## src/sv/xrg_pkg.sv

```systemverilog
// Shared constants, codes and helpers for the xoshiro random generator.
`timescale 1ns / 1ps
package xrg_pkg;

  localparam int unsigned WordW = 64;
  localparam int unsigned CoordW = 32;
  localparam int unsigned ActW = 2;
  localparam int unsigned FracShift = 11;

  localparam logic [WordW-1:0] GoldenStep = 64'h9e3779b97f4a7c15;
  localparam logic [WordW-1:0] MixMulA    = 64'hbf58476d1ce4e5b9;
  localparam logic [WordW-1:0] MixMulB    = 64'h94d049bb133111eb;
  localparam logic [WordW-1:0] CoordMulX  = 64'h517cc1b727220a95;
  localparam logic [WordW-1:0] CoordMulY  = 64'h6c62272e07bb0142;
  localparam logic [WordW-1:0] CoordMulZ  = 64'h9e3779b97f4a7c15;

  localparam logic [ActW-1:0] ActRaw     = 2'd0;
  localparam logic [ActW-1:0] ActFrac    = 2'd1;
  localparam logic [ActW-1:0] ActBounded = 2'd2;
  localparam logic [ActW-1:0] ActReseed  = 2'd3;

  // status of an iterative arithmetic unit
  typedef struct packed {
    logic busy;
    logic done;
  } unit_stat_t;

  function automatic logic [WordW-1:0] rotl(input logic [WordW-1:0] v, input int unsigned k);
    rotl = (v << k) | (v >> (WordW - k));
  endfunction

endpackage

```

## src/sv/xrg_mul.sv

```systemverilog
// Iterative 64x64 multiplier, low half of the product, 16 multiplier bits per cycle.
`timescale 1ns / 1ps
module xrg_mul (
  input  logic                        clk_i,
  input  logic                        rst_ni,
  input  logic                        start_i,
  input  logic [xrg_pkg::WordW-1:0]   a_i,
  input  logic [xrg_pkg::WordW-1:0]   b_i,
  output logic [xrg_pkg::WordW-1:0]   prod_o,
  output xrg_pkg::unit_stat_t         stat_o
);

  logic [xrg_pkg::WordW-1:0] a_q, b_q, acc_q;
  logic [1:0]                cnt_q;
  logic                      busy_q, done_q;
  logic [xrg_pkg::WordW-1:0] part;

  assign part = a_q * {48'd0, b_q[15:0]};

  always_ff @(posedge clk_i or negedge rst_ni) begin
    if (!rst_ni) begin
      busy_q <= 1'b0;
      done_q <= 1'b0;
      cnt_q  <= '0;
    end else begin
      done_q <= 1'b0;
      if (start_i) begin
        busy_q <= 1'b1;
        cnt_q  <= '0;
      end else if (busy_q) begin
        cnt_q <= cnt_q + 2'd1;
        if (cnt_q == 2'd3) begin
          busy_q <= 1'b0;
          done_q <= 1'b1;
        end
      end
    end
  end

  always_ff @(posedge clk_i) begin
    if (start_i) begin
      a_q   <= a_i;
      b_q   <= b_i;
      acc_q <= '0;
    end else if (busy_q) begin
      acc_q <= acc_q + part;
      a_q   <= a_q << 16;
      b_q   <= b_q >> 16;
    end
  end

  assign prod_o = acc_q;
  assign stat_o = '{busy: busy_q, done: done_q};

endmodule

```

## config.mk

```make
export PLATFORM = sky130hd
export DESIGN_NAME = xrg_mul
export DESIGN_NICKNAME = d
export VERILOG_FILES = /design/src/sv/xrg_pkg.sv /design/src/sv/xrg_mul.sv
export SDC_FILE = /design/constraint.sdc
export NUM_CORES = 2
export LEC_CHECK = 0
export ABC_AREA = 1
export BUFFER_PORTS_ARGS = -buffer_cell sky130_fd_sc_hd__buf_2
export CAP_MARGIN = 15
export CELL_PAD_IN_SITES_DETAIL_PLACEMENT = 1
export CELL_PAD_IN_SITES_GLOBAL_PLACEMENT = 1
export CORE_MARGIN = 2
export CORE_UTILIZATION = 48
export DETAILED_ROUTE_END_ITERATION = 16
export GPL_TIMING_DRIVEN = 0
export MAX_ROUTING_LAYER = met4
export PLACE_DENSITY = 0.87
export SLEW_MARGIN = 20
export SYNTH_ARGS = -nofsm -noshare
export SYNTH_HDL_FRONTEND = slang
export SYNTH_SLANG_ARGS = --single-unit
```

## constraint.sdc

```tcl
create_clock -name clk_i -period 8.3 [get_ports clk_i]
set_input_delay 2.49 -clock clk_i [delete_from_list [all_inputs] [get_ports clk_i]]
set_output_delay 2.49 -clock clk_i [all_outputs]
set_load 0.02 [all_outputs]
```

Word-level counts from Yosys, hierarchy flattened
Index checks and enable logic that the tools add are counted.

operators by class
  add/subtract/negate cells = 2
  $mul = 1
  div/mod/pow operators = 0
  magnitude comparators = 0
  eq/ne operators = 1
  shift-type cells = 0
  mux-type cells = 12
  bitwise operators = 0
  reduce and logical (&&, ||, !) cells = 1

operators by type and width
  kind                   count
  $mux W64               4
  $add A64 B64 Y64       1
  $mul A64 B16 Y64       1
  $mux W1                6
  $mux W2                2
  $add A2 B1 Y2 const B  1
  $eq A2 B2 Y1 const B   1
  $reduce_bool A2 Y1     1

word-level totals
  flip-flop bits (word level) = 196
  latch bits = 0
  bits in writable memories = 0
  bits in read-only memories = 0
  input port bits = 131
  output and inout bits = 66
  word-level logic and storage cells = 23
  memories kept = 0

Depth between registers and ports, before layout
  depth after elaboration = 4
  gate-level depth with buffers = 32
  mapped depth without buffers = 29

Worst setup path after synthesis
OpenSTA, ideal clock, no wires.

  kind = input-to-reg
  start point = input port start_i
  end point = register a_q[0] (netlist name), enable pin
  library setup time = 0.499 ns
  arrival time = 5.777 ns
  data required time = 7.801 ns
  slack = 2.024 ns
  stages = 3
  buffers on the path = 1
  cell sequence = clkbuf_1 clkinv_1 nand2_1

between the ends
  longest elaborated chain between the ends = 1

RTL lines
  element                       line           source
  start: declaration            xrg_mul.sv:6   input logic start_i,
  $reduce_bool A2 Y1 (no line)  --
  end signal: assignment        xrg_mul.sv:42  a_q <= a_i;
  end signal: assignment        xrg_mul.sv:47  a_q <= a_q << 16;
  end: declaration              xrg_mul.sv:13  logic [xrg_pkg::WordW-1:0] a_q, b_q, acc_q;

Every way passes these cells.
A chain may end at the register's enable or synchronous reset.

Worst setup path after layout
  start point = register b_q[14] (netlist name)
  end point = register acc_q, in the netlist prod_o[51]

between the ends
  longest elaborated chain between the ends = 2

RTL lines
  element                   line           source
  start: declaration        xrg_mul.sv:13
  start signal: assignment  xrg_mul.sv:43  b_q <= b_i;
  start signal: assignment  xrg_mul.sv:48  b_q <= b_q >> 16;
  $mul A64 B16 Y64          xrg_mul.sv:18  assign part = a_q * {48'd0, b_q[15:0]};
  $add A64 B64 Y64          xrg_mul.sv:46  acc_q <= acc_q + part;
  end signal: assignment    xrg_mul.sv:46
  end: declaration          xrg_mul.sv:13

Every way passes these cells.

==> impl_metrics.yaml <==
run_status:
  status: "finished, final reports clean"
global_route:
  grt_pass1_wl_mm: 247
  grt_max_degree: 52
  grt.total_usage_pct: 42.8
  overflow: 0
  grt_pass1_vias: 39900
  antenna_found_initial: 8
sta:
  hold_viol_final: 0
  setup_viol: 0
  fin_crit_sh_pct: 99.4
  timing.fmax_ghz: 0.121
  fin_crit_ns: 8.25
  worstMarginPinSlew_ns: 1.30
  fin_skew_ns: 0.0254
  finalWorstSetupSlack_ns: 0.0484
  slew_headroom_pct: 13.5
  maxSlewViolCount: 0
worst_hold_path:
  min_from: "prod_o[2]"
  holdCritPathClass: "flop to flop"
  min_path_cells: 2
  hold_end: "prod_o[2]"
worst_setup_path:
  cp_slowest_cell: "clkbuf_1"
  worstReg2RegStart: "b_q[14]"
  critPathRequiredTime_ns: 8.77
  reg2reg_depth: 25
  cp_top_family: "adder cells"
  cp-start-kind: "flop"
  cp_max_fo: 10
  end_kind: "flop"
  critPathMaxStageDelay_ns: 0.85
  crit_buf_inv: 9
  crit_type: "flop to flop"
  r2r_end: "prod_o[51]"
  crit_arrival_ns: 8.72
  r2r_slack_ns: 0.05
clock_network:
  cts_sinks: 196
  cts_tree: "yes"
  clock-root-buffer: "clkbuf_16"
  clockBufferDepth: 2
  clkTransAtPathRegs_ns: 0.12
  cts_max_level: 4
  numCtsBuffers: 17
  clock_latency_ns: 0.56
  holdBufCountCts: 0
yosys:
  synth-seq-cells: 196
  ys.flop_type: "edfxtp_1"
  ys_seq_area_share_pct: 13.5
  synthMuxAreaShare_pct: 0
  synth_compound_area_share_pct: 3.68
  yosys.area.top_type: "fa_1"
  synth-async-reset-ratio_pct: 2.04
  yosysWarnings: 0
  synth_cell_types: 45
  synthXorXnorAreaFrac_pct: 0.384
  syn_nets: 6152
  synth_top_family_by_area: "adder cells"
  synth-simple-area-share_pct: 19.6
  syn_area_sq_um: 38700
  synth_fa_ha_area_share_pct: 45.3
  synth_edf_count: 128
  synth.area.top_cells: "fa_1 (42%), nand2_1 (15%), inv_1 (15%)"
  syn_area_per_cell_sq_um: 7.59
  syn_inst: 5106
  synth_top_area_share_pct: 42.1
floorplan:
  die-area_sq_um: 83000
  num_rows: 104
  io_pins: 197
  die_h_microns: 288
  start_util_pct: 48.3
  dieWidth_microns: 288
  core_sq_um: 80200
cells_and_area:
  final_cell_area_sq_um: 41800
  seq_area_sq_um: 5230
  multiInputGateArea_sq_um: 26700
  drive_gt1_share_pct: 5.74
  area_growth_pct: 7.89
  fillers: 10300
  nets: 6368
place:
  dp_hpwl_mm: 138
  pre_cts_ws_ns: 0.325
  gp_congestion: 1.04
  port-buffer-count: 195
  placed_area_sq_um: 41100
route:
  vias: 35500
  drtIter0Drc: 3004
  drt_wl_total_mm: 167
  ant_nets: 0
  drtPass1Iterations: 6
  viasPerCell: 5.55
  drc_errors: 0
  routedWlPerCell_microns: 26.0
job:
  max_cap_violations: 0
[cells in the mapped netlist (2+ instances only)]
master	instances
nand2_1	1591
inv_1	1539
fa_1	814
clkbuf_1	204
nor2_1	149
edfxtp_1	128
a21oi_1	123
nand3_1	110
ha_1	101
dfxtp_1	64
o21ai_0	64
buf_1	29
nand4_1	25
o21bai_1	21
buf_2	18
nor3_1	14
o21ai_1	14
xor2_1	11
nor2_2	8
a31oi_1	7
nand3_2	7
o211ai_1	7
nand2_2	6
xnor2_1	6
a21o_1	5
o22ai_1	5
a21oi_2	4
and2_1	4
dfrtp_1	4
nand3b_1	3
buf_4	2
inv_2	2
nor2_4	2
o21ai_2	2
o32ai_1	2
or2_1	2
[stage by stage]
stage	util (%)	setup TNS (ns)	hold slack, ns	instances
after detailed placement	51.3	0	0.498	6363
after global placement	51.2	-39.43	0.487	6361
after global routing	52.1	-0.00348	0.522	6402
final	52.1	0	0.510	6405
after CTS	52.1	0	0.512	6395
after floorplan	-	0	0.482	5106
[layer usage]
metal	part of all wire, %	global-route usage (%)	wire length (microns)
met5	0	-	0
met4	9.5	33.2	15900
met3	10	10.4	16800
met2	45	64.5	74600
met1	36	49.1	59600
[placed cells by master, fill, tap and decap left out, drive strengths merged, types with 22 or more instances in the layout]
cell type | netlist | layout
fa | 814 | 814
nand4 | 25 | 25
o21ai | 80 | 80
a21oi | 127 | 127
buf | 49 | 243
edfxtp | 128 | 128
dfxtp | 64 | 64
inv | 1541 | 1553
nand3 | 117 | 117
nor2 | 159 | 159
clkbuf | 204 | 224
ha | 101 | 101
nand2 | 1597 | 1597
o21bai | 22 | 22
[worst max-delay path by stage]
stage,startpoint,to,slack [ns],depth (start not counted)
final,b_q[14],prod_o[51],0.05,25
after detailed placement,b_q[4],prod_o[46],0.32,27
after floorplan,start_i,a_q[0],2.02,3
after global routing,b_q[14],prod_o[51],-0.003,24
after global placement,start_i,prod_o[3],-0.36,4
after CTS,b_q[4],prod_o[60],0.30,28
[timing repair]
item | 4_1_cts | 5_1_grt
setup buffers | 0 | 0
gates resized for setup | 0 | 3
setup endpoints to repair | 0 | 3
[sequential cells by signal (all words and copies together) (netlist names)]
signal,cells
a_q,64
b_q,64
busy_q,1
cnt_q,2
done_q,1
prod_o,64
[logic make-up (layout without fill, tap and decap cells)]
group           after synthesis  after routing
simple gates               1926           1926
flops                       196            196
other cells                   0             10
fa+ha+maj                   915            915
buf+inv                    1795           2024
xor+xnor                     17             17
compound gates              257            257
[cell type report]
type	count	share of cell area (%)
sequential	196	12.5
multi-input combinational	3115	64.0
buffer	253	2.40
timing repair buffer	197	2.47
inverter	1542	13.9
clock inverter	15	0.515
clock buffer	17	1.02
tap	1060	3.17
antenna	10	0.0599
[worst reg2reg max path: stages (launching register included)]
cell and delay, ns:
edfxtp_1 0.33, clkbuf_1 0.85, clkbuf_2 0.67, buf_1 0.73
nand2_1 0.12, inv_1 0.11, fa_1 0.45, fa_1 0.48
fa_1 0.56, fa_1 0.49, fa_1 0.54, inv_1 0.06
fa_1 0.48, inv_1 0.05, ha_1 0.38, nand2_1 0.12
nor2_1 0.38, inv_1 0.18, nor2_1 0.13, inv_1 0.09
nor2_1 0.15, o21ai_0 0.23, nand4_1 0.16, nand3_1 0.25
nand2_1 0.14, inv_1 0.04
Power is not shown: default switching activity piles up to over one toggle a cycle in this logic, so the estimate is an artifact.
