===== src/sv/xrg_pkg.sv =====
// Shared constants, codes and helpers for the xoshiro random generator.
`timescale 1ns / 1ps
package xrg_pkg;

  localparam int unsigned WordW = 64;
  localparam int unsigned CoordW = 32;
  localparam int unsigned ActW = 2;
  localparam int unsigned FracShift = 11;

  localparam logic [WordW-1:0] GoldenStep = 64'h9e3779b97f4a7c15;
  localparam logic [WordW-1:0] MixMulA    = 64'hbf58476d1ce4e5b9;
  localparam logic [WordW-1:0] MixMulB    = 64'h94d049bb133111eb;
  localparam logic [WordW-1:0] CoordMulX  = 64'h517cc1b727220a95;
  localparam logic [WordW-1:0] CoordMulY  = 64'h6c62272e07bb0142;
  localparam logic [WordW-1:0] CoordMulZ  = 64'h9e3779b97f4a7c15;

  localparam logic [ActW-1:0] ActRaw     = 2'd0;
  localparam logic [ActW-1:0] ActFrac    = 2'd1;
  localparam logic [ActW-1:0] ActBounded = 2'd2;
  localparam logic [ActW-1:0] ActReseed  = 2'd3;

  // status of an iterative arithmetic unit
  typedef struct packed {
    logic busy;
    logic done;
  } unit_stat_t;

  function automatic logic [WordW-1:0] rotl(input logic [WordW-1:0] v, input int unsigned k);
    rotl = (v << k) | (v >> (WordW - k));
  endfunction

endpackage


===== src/sv/xrg_div.sv =====
// Restoring 64-bit remainder unit, one quotient bit per cycle.
`timescale 1ns / 1ps
module xrg_div (
  input  logic                        clk_i,
  input  logic                        rst_ni,
  input  logic                        start_i,
  input  logic [xrg_pkg::WordW-1:0]   dividend_i,
  input  logic [xrg_pkg::WordW-1:0]   divisor_i,
  output logic [xrg_pkg::WordW-1:0]   rem_o,
  output xrg_pkg::unit_stat_t         stat_o
);

  logic [xrg_pkg::WordW-1:0] rem_q, dvd_q, dvs_q;
  logic [5:0]                cnt_q;
  logic                      busy_q, done_q;
  logic [xrg_pkg::WordW:0]   trial, diff;

  assign trial = {rem_q, dvd_q[xrg_pkg::WordW-1]};
  assign diff  = trial - {1'b0, dvs_q};

  always_ff @(posedge clk_i or negedge rst_ni) begin
    if (!rst_ni) begin
      busy_q <= 1'b0;
      done_q <= 1'b0;
      cnt_q  <= '0;
    end else begin
      done_q <= 1'b0;
      if (start_i) begin
        busy_q <= 1'b1;
        cnt_q  <= '1;
      end else if (busy_q) begin
        cnt_q <= cnt_q - 6'd1;
        if (cnt_q == 6'd0) begin
          busy_q <= 1'b0;
          done_q <= 1'b1;
        end
      end
    end
  end

  always_ff @(posedge clk_i) begin
    if (start_i) begin
      rem_q <= '0;
      dvd_q <= dividend_i;
      dvs_q <= divisor_i;
    end else if (busy_q) begin
      dvd_q <= dvd_q << 1;
      // remainder always stays below the divisor, so 64 bits suffice
      if (!diff[xrg_pkg::WordW]) rem_q <= diff[xrg_pkg::WordW-1:0];
      else rem_q <= trial[xrg_pkg::WordW-1:0];
    end
  end

  assign rem_o  = rem_q;
  assign stat_o = '{busy: busy_q, done: done_q};

endmodule


===== config.mk =====
export PLATFORM = sky130hd
export DESIGN_NAME = xrg_div
export DESIGN_NICKNAME = d
export VERILOG_FILES = /design/src/sv/xrg_pkg.sv /design/src/sv/xrg_div.sv
export SDC_FILE = /design/constraint.sdc
export NUM_CORES = 1
export LEC_CHECK = 0
export ABC_AREA = 1
export BUFFER_PORTS_ARGS = -buffer_cell sky130_fd_sc_hd__buf_2
export CAP_MARGIN = 5
export CELL_PAD_IN_SITES_DETAIL_PLACEMENT = 0
export CELL_PAD_IN_SITES_GLOBAL_PLACEMENT = 1
export CORE_MARGIN = 1
export CORE_UTILIZATION = 41
export CTS_CLUSTER_DIAMETER = 30
export DETAILED_ROUTE_END_ITERATION = 16
export PLACE_DENSITY = 0.84
export SYNTH_ARGS = -nofsm -noshare
export SYNTH_HDL_FRONTEND = slang
export SYNTH_SLANG_ARGS = --single-unit
export TNS_END_PERCENT = 5

===== constraint.sdc =====
create_clock -name clk_i -period 3.14 [get_ports clk_i]
set_clock_uncertainty 0.15 [all_clocks]
set_input_delay 0.628 -clock clk_i [delete_from_list [all_inputs] [get_ports clk_i]]
set_output_delay 0.628 -clock clk_i [all_outputs]
set_load 0.05 [all_outputs]

# --- Yosys cells after proc, flatten, opt, wreduce, memory -nomap -nowiden ---
# Cells that the tools add are included.
totals:
  regBits: 200
  inputBits: 131
op_classes:
  n_addsub: 2
  mux: 11
  n_reduce_logical: 2
ops:
  columns: ["cell", "count"]
  rows:
  - ["2-to-1 mux 64 bit", 3]
  - ["subtractor 65 x 64 -> 65 bit", 1]
  - ["2-to-1 mux 6 bit", 2]
  - ["logical NOT 6 bit", 1]
  - ["2-to-1 mux 1 bit", 6]
  - ["subtractor 6 x 1 -> 6 bit (second input constant)", 1]
  - ["nonzero test 2 bit", 1]

# --- Longest topological paths before layout ---
depth:
  depth_word: 4
  mapped_depth: 21

# --- Least setup slack after synthesis ---
# OpenSTA, ideal clock, no wires.
synth_timing:
  kind: "input port to flip-flop"
  start: "input start_i"
  end: "register dvd_q[0] (netlist name), enable pin"
  arrival_ns: 2.440
  required_ns: 2.571
  slack_ns: 0.132
  path_stages: 4
  n_path_buf: 2
  cell_sequence: "clkbuf_1 -> nor2_1 -> clkbuf_1 -> inv_1"
synth_via:
  elab_chain_cells: 1
synth_lines:
  columns: ["element", "line_no", "text"]
  rows:
  - ["start: declaration", "xrg_div.sv:6", "input logic start_i,"]
  - ["nonzero test 2 bit (no source line)", null, null]
  - ["end signal: assignment", "xrg_div.sv:44", "dvd_q <= dividend_i;"]
  - ["end signal: assignment", "xrg_div.sv:47", "dvd_q <= dvd_q << 1;"]
  - ["end: declaration", "xrg_div.sv:13", "logic [xrg_pkg::WordW-1:0] rem_q, dvd_q, dvs_q;"]
# Every way passes these cells.
# A chain may end at the register's enable or synchronous reset.

# --- Final worst setup path ---
layout_timing:
  start: "register dvs_q[0] (netlist name)"
  end: "register rem_q (netlist bit rem_o[50])"
layout_via:
  elab_chain_cells: 2
layout_lines:
  columns: ["element", "line_no", "text"]
  rows:
  - ["start: declaration", "xrg_div.sv:13", null]
  - ["start signal: assignment", "xrg_div.sv:45", "dvs_q <= divisor_i;"]
  - ["subtractor 65 x 64 -> 65 bit", "xrg_div.sv:19", "assign diff = trial - {1'b0, dvs_q};"]
  - ["2-to-1 mux 64 bit", "xrg_div.sv:49", "if (!diff[xrg_pkg::WordW]) rem_q <= diff[xrg_pkg::WordW-1:0];"]
  - ["end signal: assignment", "xrg_div.sv:49", null]
  - ["end signal: assignment", "xrg_div.sv:50", "else rem_q <= trial[xrg_pkg::WordW-1:0];"]
  - ["end: declaration", "xrg_div.sv:13", null]
# Every way passes these cells.

==> impl_metrics.toml <==
[timing]
post-route-period-util = 0.930
hold_viol_final = 0
tightest_slew_ns = 1.01
fin_setup_tns_ns = 0
drv_slew = 0
finalWorstSetupSlack_ns = 0.221
max_freq_mhz = 343
rsz0062_at_grt = "no"
slew_headroom = 0.327
setup_violations = 0
fin_crit_ns = 2.92

[pwr]
ir_drop_uv = 331
pwr-share-seq = 0.506
p_sw_frac = 0.279
p_leak_nw = 9.73
combPwrFrac = 0.116
p_int_w = 0.00428
p_switching_w = 0.00165
clkPwrFrac = 0.377
cellPowerDensity_mw_per_mm2 = 356

[yosys]
syn_nets = 2479
yosys_register_bits = 200
syn-cell-area_mm2 = 0.0145
synth-compound-area-share = 0.0250
avgSynthCellArea_um2 = 6.37
synthMuxAreaShare = 0
seq_area_frac_synth = 0.367
synth-simple-area-share = 0.383
synth_top_family_by_area = "simple AND/OR/NAND/NOR gates"
ys_types = 36
yosysWarnings = 0
synthCells = 2281
synthXorXnorAreaFrac = 0.0187
synth_fa_ha_area_frac = 0.0582

[floorplanning]
fp.dieH_um = 190
num_rows = 68
ios = 197
start_util = 0.419
core-area_mm2 = 0.0347
die_w_um = 190
fp.dieArea_mm2 = 0.0362

[detailed_routing]
via_per_inst = 4.58
drt_wl_total_mm = 42.6
drt_iter0_drc = 707
drc = 0
drt.antenna.violating_nets = 0
routedWlPerCell_um = 14.5
firstDrtPassIters = 5
vias = 13400

[clock_tree]
post_cts_buffers = 0
cts_buffers = 17
worst_skew_pair.late_latency_ns = 0.47
clk_pin_slew_ns = 0.08
cts_tree = "yes"
cts_root_buffer = "clkbuf_16"
clock-sinks = 200
htreeDepth = 4
cts_buffer_depth = 2

[setup_path]
critPathCaptureType = "register"
cp-start-kind = "register"
worstPathRequired_ns = 3.35
crit_path_max_fanout = 28
critPathKind = "reg -> reg"
reg2regPathDepth = 19
cp.arrival_ns = 3.13

[finish]
final_cell_count_no_fill = 2935
syn_to_final_growth_pct = 14.4
nets = 2664
drive_above_1_share = 0.122

[global_routing]
grt-ovfl-total = 0
grt_pass1_vias = 12900
grt_antenna_before_repair = 1
grt_usage = 0.239
grt_pass1_wl_mm = 67.1
grt_max_degree = 104

[placed_design]
dp_slack_ns = 0.187
place_hpwl_mm = 33.3
dp.cells = 2899
globalplace.congestion = 0.955
io_buffers = 196

[run_status]
status = "complete, no violations"

[job]
max_cap_violations = 0

[hold_path]
hold_depth = 1
hold_class = "in -> reg"
-- power groups by stage --
stage               clock (W)  combinational, W  sequential [W]
floorplan                   0          0.000443         0.00306
global placement            0          0.000689         0.00306
detailed placement          0          0.000695         0.00306
CTS                   0.00231          0.000700         0.00300
global route          0.00240          0.000787         0.00302
finish                0.00224          0.000690         0.00300
-- path summary, 6_finish.rpt --
kind | startpoint | to | slack, ns
worst max-delay path | dvs_q[0] | rem_o[50] | 0.22
max in group asynchronous | rst_ni | cnt_q[2] | 2.29
worst min register to register | rem_o[20] | rem_o[20] | 0.34
worst min-delay path | divisor_i[60] | dvs_q[60] | 0.18
min in group asynchronous | rst_ni | cnt_q[0] | 0.38
worst max register to register | dvs_q[0] | rem_o[50] | 0.22
-- logic make-up after synthesis --
group                      after synthesis
AOI/OAI and AO/OA                       70
xor gates and xnor gates                31
adders and majority gates               67
buffers and inverters                  544
DFF                                    200
and+or+nand+nor                       1369
-- cell type report --
cell class              instances  area, µm²
well taps                     455        569
fillers                      3758      18100
multi-input cells            1537       7060
diodes                          1       2.50
inverters                     502       1880
clock inverters                15        170
repair buffers                208       1190
flip-flops and latches        200       5330
clock buffers                  17        425
-- state kept, by name (all words and copies together), names as in the netlist --
signal / flops
rem_o: 64
dvs_q: 64
dvd_q: 64
busy_q: 1
done_q: 1
cnt_q: 6
-- Yosys cell counts --
| cell | n | share of area |
|---|---|---|
| nor2_1 | 109 | 0.028 |
| inv_2 | 6 | 0.0016 |
| nand2_4 | 5 | 0.0039 |
| dfrtp_1 | 8 | 0.014 |
| inv_1 | 496 | 0.13 |
| xnor2_1 | 25 | 0.015 |
| buf_6 | 4 | 0.0031 |
| buf_12 | 4 | 0.0055 |
| a22oi_1 | 1 | 0.00052 |
| dfxtp_1 | 64 | 0.088 |
| nand3_1 | 128 | 0.044 |
| buf_1 | 2 | 0.00052 |
| o21ai_0 | 13 | 0.0045 |
| and3_1 | 2 | 0.00086 |
| nand2_1 | 1045 | 0.27 |
| nand4_1 | 9 | 0.0039 |
| ha_1 | 66 | 0.057 |
| nor2_4 | 3 | 0.0023 |
| a21oi_1 | 50 | 0.017 |
| nand2_2 | 37 | 0.016 |
| buf_4 | 4 | 0.0021 |
| a21oi_2 | 2 | 0.0012 |
| nand3_4 | 1 | 0.0012 |
| nor4_1 | 1 | 0.00043 |
| buf_2 | 4 | 0.0014 |
| nor4_4 | 1 | 0.0015 |
| clkbuf_1 | 24 | 0.0062 |
| nor3_1 | 17 | 0.0059 |
| nor2_2 | 7 | 0.0030 |
| and2_1 | 1 | 0.00043 |
| fa_1 | 1 | 0.0014 |
| nand3b_1 | 3 | 0.0016 |
| edfxtp_1 | 128 | 0.26 |
| o21bai_1 | 1 | 0.00052 |
| o21ai_1 | 3 | 0.0010 |
| xor2_1 | 6 | 0.0036 |
-- per-stage QoR --
step,cell area (µm²),utilization,total power [W],hold slack (ns)
after floorplan,14500,-,0.00350,0.182
after global placement,16000,0.460,0.00375,0.323
after detailed placement,16000,0.460,0.00376,0.328
after CTS,16600,0.477,0.00601,0.150
after global routing,16600,0.479,0.00620,0.149
final,16600,0.479,0.00593,0.183
-- routing by layer --
metal / vias up / track usage / part of all wire
li1: 7162 / - / -
met1: 5991 / 0.314 / 0.47
met2: 263 / 0.396 / 0.45
met3: 23 / 0.0558 / 0.059
met4: 0 / 0.0514 / 0.014
met5: - / 0 / 0
-- layout by cell type, fill, tap and decap left out, types with 17 or more instances in the layout --
master,netlist,layout
nand2_1,1045,1045
inv_1,496,495
buf_2,4,195
nand3_1,128,128
edfxtp_1,128,128
nor2_1,109,107
ha_1,66,66
dfxtp_1,64,64
a21oi_1,50,50
nand2_2,37,37
xnor2_1,25,25
clkbuf_16,0,19
nor3_1,17,17
-- timing repair --
action,4_1_cts,5_1_grt
gates resized for setup,0,2
hold endpoints to repair,8,0
setup endpoints to repair,0,49
hold buffers,1,0
-- critical path, cell delays in order (launching register included) --
cell and delay [ns]:
edfxtp_1 0.37, ha_1 0.22, fa_1 0.40, inv_1 0.12, nand2_1 0.06, nand2_1 0.08
nand3_1 0.08, nand2_2 0.12, nand2_1 0.07, nand2_2 0.11, nand2_1 0.08, nand2_2 0.10
nand2_4 0.08, nand2_4 0.08, nand2_4 0.08, nand2_4 0.13, clkbuf_16 0.27, nand2_1 0.09
nand3_1 0.07, nand2_1 0.05
No activity file was read; power rests on OpenSTA's default activity.
